--- src/rtl/dq_pkg.sv ---
// Shared types for the double-ended queue: request and response items,
// action and status codes, and the controller/datapath command bundle.
// No dependencies.
package dq_pkg;

  typedef enum logic [1:0] {
    ACT_PUSH_FRONT = 2'd0,
    ACT_PUSH_BACK  = 2'd1,
    ACT_POP_FRONT  = 2'd2,
    ACT_POP_BACK   = 2'd3
  } action_t;

  typedef enum logic [1:0] {
    ST_OK    = 2'd0,
    ST_EMPTY = 2'd1,
    ST_FULL  = 2'd2
  } status_t;

  localparam int unsigned CountOutWidth = 10;

  typedef struct packed {
    action_t            action;
    logic signed [31:0] push_value;
  } req_t;

  typedef struct packed {
    logic signed [31:0]       pop_value;
    status_t                  status;
    logic [CountOutWidth-1:0] count_after;
  } rsp_t;

  // Commands from the controller to the datapath.
  typedef struct packed {
    logic capture;    // latch the incoming request item
    logic execute;    // update pointers, write or read the ring
    logic load_read;  // take the ring read data into the response
  } cmd_t;

  // Status from the datapath to the controller.
  typedef struct packed {
    logic pop_ok;     // the latched request is a pop on a non-empty queue
  } sts_t;

endpackage

--- src/rtl/dq_controller.sv ---
// Sequencing state machine for the double-ended queue.
// Depends on dq_pkg for the command and status bundles.
module dq_controller (
  input  logic          clk,
  input  logic          rst,
  input  logic          req_valid,
  output logic          req_stall,
  output logic          rsp_valid,
  input  logic          rsp_stall,
  output dq_pkg::cmd_t  cmd,
  input  dq_pkg::sts_t  sts
);

  typedef enum logic [1:0] {
    S_IDLE,
    S_EXEC,
    S_READ,
    S_OUT
  } state_t;

  state_t state;

  always_ff @(posedge clk) begin
    if (rst) begin
      state <= S_IDLE;
    end else begin
      unique case (state)
        S_IDLE: if (req_valid) state <= S_EXEC;
        S_EXEC: state <= sts.pop_ok ? S_READ : S_OUT;
        S_READ: state <= S_OUT;
        S_OUT:  if (!rsp_stall) state <= S_IDLE;
        default: state <= S_IDLE;
      endcase
    end
  end

  assign req_stall     = (state != S_IDLE);
  assign rsp_valid     = (state == S_OUT);
  assign cmd.capture   = (state == S_IDLE) && req_valid;
  assign cmd.execute   = (state == S_EXEC);
  assign cmd.load_read = (state == S_READ);

  a_accept_exec: assert property (@(posedge clk) disable iff (rst)
    (req_valid && !req_stall) |=> (state == S_EXEC))
    else $error("accepted item did not start execution");

  a_pop_reads: assert property (@(posedge clk) disable iff (rst)
    (state == S_EXEC && sts.pop_ok) |=> (state == S_READ))
    else $error("successful pop skipped the ring read");

  a_taken_idle: assert property (@(posedge clk) disable iff (rst)
    (rsp_valid && !rsp_stall) |=> (state == S_IDLE))
    else $error("response taken but controller not idle");

endmodule

--- config.mk ---
export PLATFORM = sky130hd
export DESIGN_NAME = dq_controller
export DESIGN_NICKNAME = d
export VERILOG_FILES = /design/src/rtl/dq_pkg.sv /design/src/rtl/dq_controller.sv
export SDC_FILE = /design/constraint.sdc
export NUM_CORES = 1
export LEC_CHECK = 0
export BUFFER_PORTS_ARGS = -buffer_cell sky130_fd_sc_hd__buf_2
export CAP_MARGIN = 20
export CORE_AREA = 4 4 41 43
export DETAILED_ROUTE_END_ITERATION = 12
export DIE_AREA = 0 0 45 47
export HOLD_SLACK_MARGIN = 0.08
export SLEW_MARGIN = 10
export SYNTH_ARGS = -nofsm -noshare
export SYNTH_HDL_FRONTEND = slang
export SYNTH_SLANG_ARGS = --single-unit
--- constraint.sdc ---
create_clock -name clk -period 2.95 [get_ports clk]
set_input_delay 0.4425 -clock clk [delete_from_list [all_inputs] [get_ports clk]]
set_output_delay 0.4425 -clock clk [all_outputs]
set_load 0.01 [all_outputs]
==> impl_metrics.yaml, run 1 <==
place:
  portBuffers: 9
  place_ws_ps: 1450
  globalplace.congestion: 0.653
  dp_cells: 45
  hpwl_um: 349
job:
  cap_violations: 0
final_layout:
  most-common-layout-cells: "buf_2 (9), ha_1 (5), inv_1 (4)"
  reg_top3: "state x2"
  fin_util_pct: 21.4
  largest_reg_flops: 2
  stdcell_count: 48
  regMostFlops: "state"
  syn2layout_area_growth_pct: 44.8
  num-nets-final: 45
  layout_commonest_cell: "buf_2"
  diodes: 0
  drive_gt1_share_pct: 42.4
synthesis:
  synth-seq-cells: 2
  yosys-top-cells-area: "ha_1 (32%), dfxtp_1 (21%), inv_1 (7.8%), nand2b_4 (7.1%), o21ba_1 (5.2%)"
  yosys_warnings: 0
  synth_top_area_share_pct: 32.5
  seq_area_frac_synth_pct: 20.8
  synth_cell_type_count: 13
  syn-mean-instance-area_um2: 9.18
  synthesis.nets: 31
  yosysTopAreaCell: "ha_1"
  synthCells: 21
  syn_area_um2: 193
critical_path:
  rr_worst_depth: 5
  path_max_fanout: 4
  crit_path_start_kind: "flip-flop"
  worstSetupPathType: "flip-flop to primary output"
  rr_endpoint: "state[0]"
  cp_cell_sequence: "inv_1 -> ha_1 -> and2_2 -> buf_2"
  cp_slowest_stage_delay_ps: 360
  worst_setup_path_end_kind: "primary output"
  worstPathRequired_ps: 2510
  reg2reg_setup_slack_ps: 1700
  cp.arrival_ps: 1270
  cp_slowest_cell: "dfxtp_1"
  rr_startpoint: "state[0]"
detailed_routing:
  vias: 177
  ant_nets: 0
  drt_iter0_markers: 1
  via_per_inst: 3.69
  drt-pass1-iter-count: 2
  drc: 0
  wirelength_um: 392
  wl_per_cell_um: 8.17
power_and_ir_drop:
  power_density_nw_per_um2: 981
  peakVddDrop_mv: 0.217
  leakagePower_nw: 0.160
timing:
  slew_viol_final: 0
  slew_headroom_pct: 84.7
  setup_viol: 0
  worst_pin_slew_ps: 229
  rsz0062_at_grt: "false"
  fin_crit_sh_pct: 58.1
  timing.setup.tns_ps: 0
  hold_violations: 0
  whs_ps: 397
  min_period_ps: 1710
  timing.fmax_ghz: 0.583
  setup_ws_ps: 1240
  clock_skew_ps: 1.47
worst_hold_path:
  hold_class: "input port to flip-flop"
  min_to: "state[0]"
  hp-start: "rst"
  worstHoldPathCells: 2
cts:
  cts_sinks: 2
  cts.clk_slew.worst_paths_ps: 30
  htreeDepth: 1
  cts_tree: "yes"
  insertion_delay_ps: 220
  postCtsHoldBufs: 0
  cts_buffers: 3
  cts_setup_buffers: 0
  ctsLongestPathBuffers: 2
  clockRootBuffer: "clkbuf_4"
  cts_resized: 0
global_routing:
  grt_max_degree: 5
  grt_pass1_vias: 200
  grt_pass1_wl_um: 703
  overflow: 0
  grt_usage_pct: 5.05
  antenna_found_initial: 0
floorplan:
  die_h_um: 47
  die_x_um: 45
  start_util_pct: 14.8
  rows: 13
  io_pins: 10
  die-area_um2: 2120
  core_um2: 1300
run_status:
  status: "finished clean"
==> where the power goes <==
group	switching, mW	internal [mW]
Combinational	0.0872	0.0750
Sequential	0.0127	0.0406
Clock	0.0134	0.0447
==> per-stage QoR <==
step	power [mW]	instance area (µm²)
2_1_floorplan	0.171	193
3_3_place_gp	0.220	256
3_5_place_dp	0.221	256
4_1_cts	0.283	279
5_1_grt	0.309	279
6_report	0.274	279
==> how the worst max path moves through the flow <==
stage          slack [ps]  cells past startpoint      from  endpoint
2_1_floorplan        1610                      3  state[0]    cmd[2]
3_3_place_gp         1480                      4  state[0]    cmd[2]
3_5_place_dp         1450                      4  state[0]    cmd[2]
4_1_cts              1210                      4  state[0]    cmd[2]
5_1_grt              1140                      4  state[0]    cmd[2]
6_report             1240                      4  state[0]    cmd[2]
==> logic make-up (layout without fill, tap and decap cells) <==
logic type / after synthesis / count (layout) / synth area share (%)
flip-flops: 2 / 2 / 20.8
AND/OR/NAND/NOR: 5 / 5 / 19.5
AO/OA/AOI/OAI: 5 / 5 / 19.5
adder cells (fa/ha/maj): 5 / 5 / 32.5
buffers and inverters: 4 / 16 / 7.79
==> synthesized netlist by cell type (all sizes together) <==
library cell and instances:
a211oi 1, a311oi 1, and2 1, and3 1, inv 4, dfxtp 2, ha 5, o21ba 1
nand2 1, nand2b 1, or2 1, a31oi 1, a21oi 1
==> critical path, delay by kind of cell, from the launching register on <==
family,cells,cell delay [ps]
buf+inv,2,230
fa+ha+maj,1,260
flops,1,360
simple gates,1,200
==> routing by layer <==
layer  track usage [%]  vias up  wire length [µm]
met5                 0        -                 0
met4              7.02        0                 0
met3              2.68        0                39
met2              7.06        5               206
met1              4.52       76               146
li1                  -       96                 -
==> layout make-up <==
class / count / area, µm²
fillers: 152 / 1020
multi-input cells: 15 / 138
repair buffers: 9 / 45.0
flip-flops and latches: 2 / 40.0
clock buffers: 3 / 22.5
well taps: 15 / 18.8
inverters: 4 / 15.0
Note: power is estimated with default switching activity, not from simulation.
==> inputs of run 2 (changes only) <==
--- a/config.mk
+++ b/config.mk
@@ -5,6 +5,7 @@
 export SDC_FILE = /design/constraint.sdc
 export NUM_CORES = 1
 export LEC_CHECK = 0
+export ABC_AREA = 1
 export BUFFER_PORTS_ARGS = -buffer_cell sky130_fd_sc_hd__buf_2
 export CAP_MARGIN = 20
 export CORE_AREA = 4 4 41 43
==> constraint.sdc (replaced) <==
create_clock -name clk -period 1.7 [get_ports clk]
set_input_delay 0.255 -clock clk [delete_from_list [all_inputs] [get_ports clk]]
set_output_delay 0.255 -clock clk [all_outputs]
set_load 0.01 [all_outputs]
==> run 2 against run 1 <==
Net effect: synthesized cell count grew 29%; clock power grew 77%; synthesized area grew 9.7%; global-route usage shrank 0.32 points; sequential power grew 97%; die area is the same; critical path type unchanged; critical endpoint unchanged.
==> impl_metrics.yaml, run 2 <==
power_and_ir_drop:
  peakVddDrop_mv: 0.322
  power_density_nw_per_um2: 1860
  leakagePower_nw: 0.173
final_layout:
  num-nets-final: 51
  diodes: 0
  most-common-layout-cells: "buf_2 (9), inv_1 (6), nand2_1 (6)"
  nFillCells: 160
  reg_top3: "state x2"
  layout_commonest_cell: "buf_2"
  syn2layout_area_growth_pct: 40.8
  regMostFlops: "state"
  largest_reg_flops: 2
  stdcell_count: 54
  fin_util_pct: 22.9
  drive_gt1_share_pct: 48.7
  regArea_um2: 40.0
  multi_input_area_um2: 145
detailed_routing:
  vias: 191
  via_per_inst: 3.54
  wl_per_cell_um: 7.17
  drt-pass1-iter-count: 4
  drc: 0
  wirelength_um: 387
  ant_nets: 0
  drt_iter0_markers: 3
cts:
  cts_buffers: 3
  cts_setup_buffers: 0
  postCtsHoldBufs: 0
  clockRootBuffer: "clkbuf_4"
  cts.clk_slew.worst_paths_ps: 30
  ctsLongestPathBuffers: 2
  cts_sinks: 2
  insertion_delay_ps: 220
  cts_tree: "yes"
  cts_resized: 0
  htreeDepth: 1
critical_path:
  critPathBufInv: 3
  worstSetupPathType: "flip-flop to primary output"
  cp_cell_sequence: "inv_1 -> ha_1 -> nand2_1 -> inv_1 -> buf_2"
  critPathTopFamily: "flip-flops"
  worst_setup_path_end_kind: "primary output"
  worst_path_most_repeated_cell: "inv_1"
  cp_slowest_stage_delay_ps: 420
  worstPathRequired_ps: 1440
  crit_path_start_kind: "flip-flop"
  cp_slowest_cell: "dfxtp_1"
  cp.arrival_ps: 1230
  path_max_fanout: 5
place:
  globalplace.congestion: 0.632
  hpwl_um: 342
  portBuffers: 9
  dp_cells: 51
synthesis:
  synthTopCellsByCount: "inv_1 (6), nand2_1 (6), ha_1 (5)"
  synth_top_area_share_pct: 29.6
  yosysTopAreaCell: "ha_1"
  seq_area_frac_synth_pct: 18.9
  synth_cell_type_count: 9
  synthCells: 27
  async_flop_share_pct: 0
  synth_ff_type: "dfxtp_1"
  synthesis.nets: 37
  synth-seq-cells: 2
  yosys_warnings: 0
  yosys-top-cells-area: "ha_1 (30%), dfxtp_1 (19%), inv_1 (11%), nand2_1 (11%), nand2_2 (8.9%)"
  syn_area_um2: 211
  synth-edff-count: 0
  syn-mean-instance-area_um2: 7.83
job:
  cap_violations: 0
floorplan:
  die_h_um: 47
  start_util_pct: 16.3
  io_pins: 10
  die_x_um: 45
  die-area_um2: 2120
  core_um2: 1300
  rows: 13
timing:
  rsz0062_at_grt: "false"
  clock_skew_ps: 1.56
  fin_crit_sh_pct: 87.5
  min_period_ps: 1490
  setup_viol: 0
  slew_viol_final: 0
  timing.setup.tns_ps: 0
  worst_pin_slew_ps: 217
  timing.fmax_ghz: 0.672
  whs_ps: 216
  slew_headroom_pct: 85.5
  hold_violations: 0
run_status:
  status: "finished clean"
global_routing:
  overflow: 0
  grt_pass1_wl_um: 710
  antenna_found_initial: 0
  grt_pass1_vias: 196
  grt_usage_pct: 4.73
  grt_max_degree: 6
worst_hold_path:
  hold_class: "input port to flip-flop"
-- run 2: stage by stage --
step	setup slack (ps)	cell area, µm²	total power, mW
global route	98.2	298	0.628
finish	213	298	0.554
detailed placement	434	275	0.461
global placement	442	275	0.454
CTS	193	298	0.570
floorplan	566	211	0.368
-- run 2: worst reg2reg max path: stages (launching register included) --
cell and delay [ps]:
dfxtp_1 420, inv_1 110, ha_1 250, nand2_2 90, nand2_2 60, inv_2 60, nand2_1 60, a21oi_2 100
-- run 2: kinds of logic (layout without fill, tap and decap cells) --
logic type / count (synthesis) / after routing / synth area share [%]
buffers and inverters: 7 / 19 / 12.4
AO/OA/AOI/OAI: 3 / 3 / 17.2
AND/OR/NAND/NOR: 10 / 10 / 21.9
adder cells (fa/ha/maj): 5 / 5 / 29.6
flip-flops: 2 / 2 / 18.9
-- run 2: power by group --
group,internal [mW],switching (mW)
registers,0.0713,0.0341
logic,0.160,0.185
clock network,0.0777,0.0250
-- run 2: layout make-up --
class	count	area share [%]
Tap cell	15	6.30
Inverter	7	8.82
Timing Repair Buffer	9	15.1
Multi-Input combinational cell	18	48.7
Clock buffer	3	7.56
Sequential cell	2	13.4
-- run 2: per-layer routing --
metal / vias to the layer above / global-route usage [%] / wire length, µm
li1: 104 / - / -
met1: 80 / 5.19 / 195
met2: 7 / 7.06 / 157
met3: 0 / 3.45 / 34
met4: 0 / 1.75 / 0
met5: - / 0 / 0
-- run 2: final timing paths --
| path | depth (start not counted) | slack (ps) | startpoint | to |
|---|---|---|---|---|
| min | 2 | 220 | rst | state[0] |
| min reg2reg | 2 | 530 | state[1] | state[1] |
| max reg2reg | 7 | 480 | state[0] | state[1] |
| max | 5 | 210 | state[0] | cmd[2] |
==> inputs of run 3 (changes only) <==
--- a/config.mk
+++ b/config.mk
@@ -8,10 +8,14 @@
 export ABC_AREA = 1
 export BUFFER_PORTS_ARGS = -buffer_cell sky130_fd_sc_hd__buf_2
 export CAP_MARGIN = 20
+export CELL_PAD_IN_SITES_DETAIL_PLACEMENT = 1
+export CELL_PAD_IN_SITES_GLOBAL_PLACEMENT = 1
 export CORE_AREA = 4 4 41 43
 export DETAILED_ROUTE_END_ITERATION = 12
 export DIE_AREA = 0 0 45 47
 export HOLD_SLACK_MARGIN = 0.08
+export MAX_ROUTING_LAYER = met4
+export PLACE_DENSITY_LB_ADDON = 0.1
 export SLEW_MARGIN = 10
 export SYNTH_ARGS = -nofsm -noshare
 export SYNTH_HDL_FRONTEND = slang
==> run 3 against run 2 <==
Net effect: worst setup slack lost 45 ps; final cell count did not move; global-route usage increased by 1.2 points; non-clock buffer count stayed put; design area unchanged; critical endpoint unchanged; largest cell class unchanged.
==> impl_metrics.yaml, run 3 (same netlist as run 2, synthesis figures left out) <==
floorplan:
  rows: 13
  die_h_um: 47
  die-area_um2: 2120
  start_util_pct: 16.3
  io_pins: 10
  core_um2: 1300
  die_x_um: 45
power_and_ir_drop:
  sequentialPowerShare_pct: 19.3
  p_int_mw: 0.307
  leakagePower_nw: 0.173
  combPwrFrac_pct: 62.1
  switching_share_pct: 45.3
  power_density_nw_per_um2: 1880
  peakVddDrop_mv: 0.367
  clkPwrFrac_pct: 18.6
  power_switching_mw: 0.254
cts:
  clockRootBuffer: "clkbuf_4"
  ctsLongestPathBuffers: 2
  cts.clk_slew.worst_paths_ps: 30
  cts_setup_buffers: 0
  cts_tree: "yes"
  cts_sinks: 2
  postCtsHoldBufs: 0
  htreeDepth: 1
  cts_resized: 0
  cts_buffers: 3
  insertion_delay_ps: 220
global_routing:
  grt_pass1_vias: 206
  grt_max_degree: 6
  grt_pass1_wl_um: 841
  antenna_found_initial: 0
  overflow: 0
  grt_usage_pct: 5.94
detailed_routing:
  wl_per_cell_um: 9.11
  wirelength_um: 492
  vias: 186
  drt_iter0_markers: 2
  drt-pass1-iter-count: 2
  drc: 0
  ant_nets: 0
  via_per_inst: 3.44
run_status:
  status: "finished clean"
worst_hold_path:
  worstHoldPathCells: 2
  min_to: "state[1]"
  hold_class: "input port to flip-flop"
  hp-start: "rst"
critical_path:
  critPathBufInv: 3
  crit_path_start_kind: "flip-flop"
  cp.arrival_ps: 1280
  rr_worst_depth: 7
  cp_slowest_cell: "dfxtp_1"
  rr_startpoint: "state[0]"
  worstPathRequired_ps: 1440
  path_max_fanout: 5
  worst_setup_path_end_kind: "primary output"
  cp_slowest_stage_delay_ps: 440
  worstSetupPathType: "flip-flop to primary output"
  cp_cell_sequence: "inv_1 -> ha_1 -> nand2_1 -> inv_1 -> buf_2"
  critPathTopFamily: "flip-flops"
  rr_endpoint: "state[0]"
  worst_path_most_repeated_cell: "inv_1"
  reg2reg_setup_slack_ps: 450
timing:
  rsz0062_at_grt: "false"
  clock_skew_ps: 2.17
  worst_pin_slew_ps: 249
  slew_headroom_pct: 83.4
  hold_violations: 0
  slew_viol_final: 0
  setup_viol: 0
  timing.setup.tns_ps: 0
  fin_crit_sh_pct: 90.1
  timing.fmax_ghz: 0.653
  min_period_ps: 1530
final_layout:
  regMostFlops: "state"
  largest_reg_flops: 2
  stdcell_count: 54
  layout_commonest_cell: "buf_2"
  nFillCells: 160
  drive_gt1_share_pct: 48.7
  syn2layout_area_growth_pct: 40.8
  num-nets-final: 51
  final_area_um2: 298
  reg_top3: "state x2"
  most-common-layout-cells: "buf_2 (9), inv_1 (6), nand2_1 (6)"
  diodes: 0
place:
  globalplace.congestion: 0.655
  portBuffers: 9
  hpwl_um: 408
  placed_area_um2: 275
  dp_cells: 51
job:
  cap_violations: 0
## run 3: cell counts in the layout (fill, tap and decap cells not counted)
Identical to the previous run, type by type.
## run 3: layer usage
metal  routed length (µm)  vias up  GRT usage [%]
met5                    0        -              -
met4                    0        0           3.51
met1                  243       73           7.00
met2                  184       10           7.06
li1                     -      103              -
met3                   63        0           4.21
## run 3: power groups by stage
| stage | Clock, mW | Combinational, mW | Sequential, mW |
|---|---|---|---|
| 2_1_floorplan | 0 | 0.269 | 0.0994 |
| 3_3_place_gp | 0 | 0.354 | 0.109 |
| 3_5_place_dp | 0 | 0.359 | 0.111 |
| 4_1_cts | 0.111 | 0.361 | 0.110 |
| 5_1_grt | 0.118 | 0.398 | 0.113 |
| 6_report | 0.104 | 0.348 | 0.108 |
## run 3: per-stage QoR
stage                     util [%]  power, mW  hold slack [ps]  setup WS (ps)
final                         22.9      0.561              216            168
after global routing          22.9      0.629              214           65.0
after CTS                     22.9      0.582              206            143
after floorplan                  -      0.368              317            566
after global placement        21.2      0.463              443            417
after detailed placement      21.2      0.470              443            382
## run 3: worst max path at each step
stage | startpoint | to | slack [ps] | cells past startpoint
2_1_floorplan | state[0] | state[0] | 570 | 7
3_3_place_gp | state[0] | cmd[2] | 420 | 5
3_5_place_dp | state[0] | cmd[2] | 380 | 5
4_1_cts | state[0] | cmd[2] | 140 | 5
5_1_grt | state[0] | cmd[2] | 70 | 5
6_report | state[0] | cmd[2] | 170 | 5
## run 3: final cells by class
cell class                      instances  area (µm²)  area share, %
Clock buffer                            3        22.5           7.56
Inverter                                7        26.3           8.82
Multi-Input combinational cell         18         145           48.7
Sequential cell                         2        40.0           13.4
Tap cell                               15        18.8           6.30
Timing Repair Buffer                    9        45.0           15.1
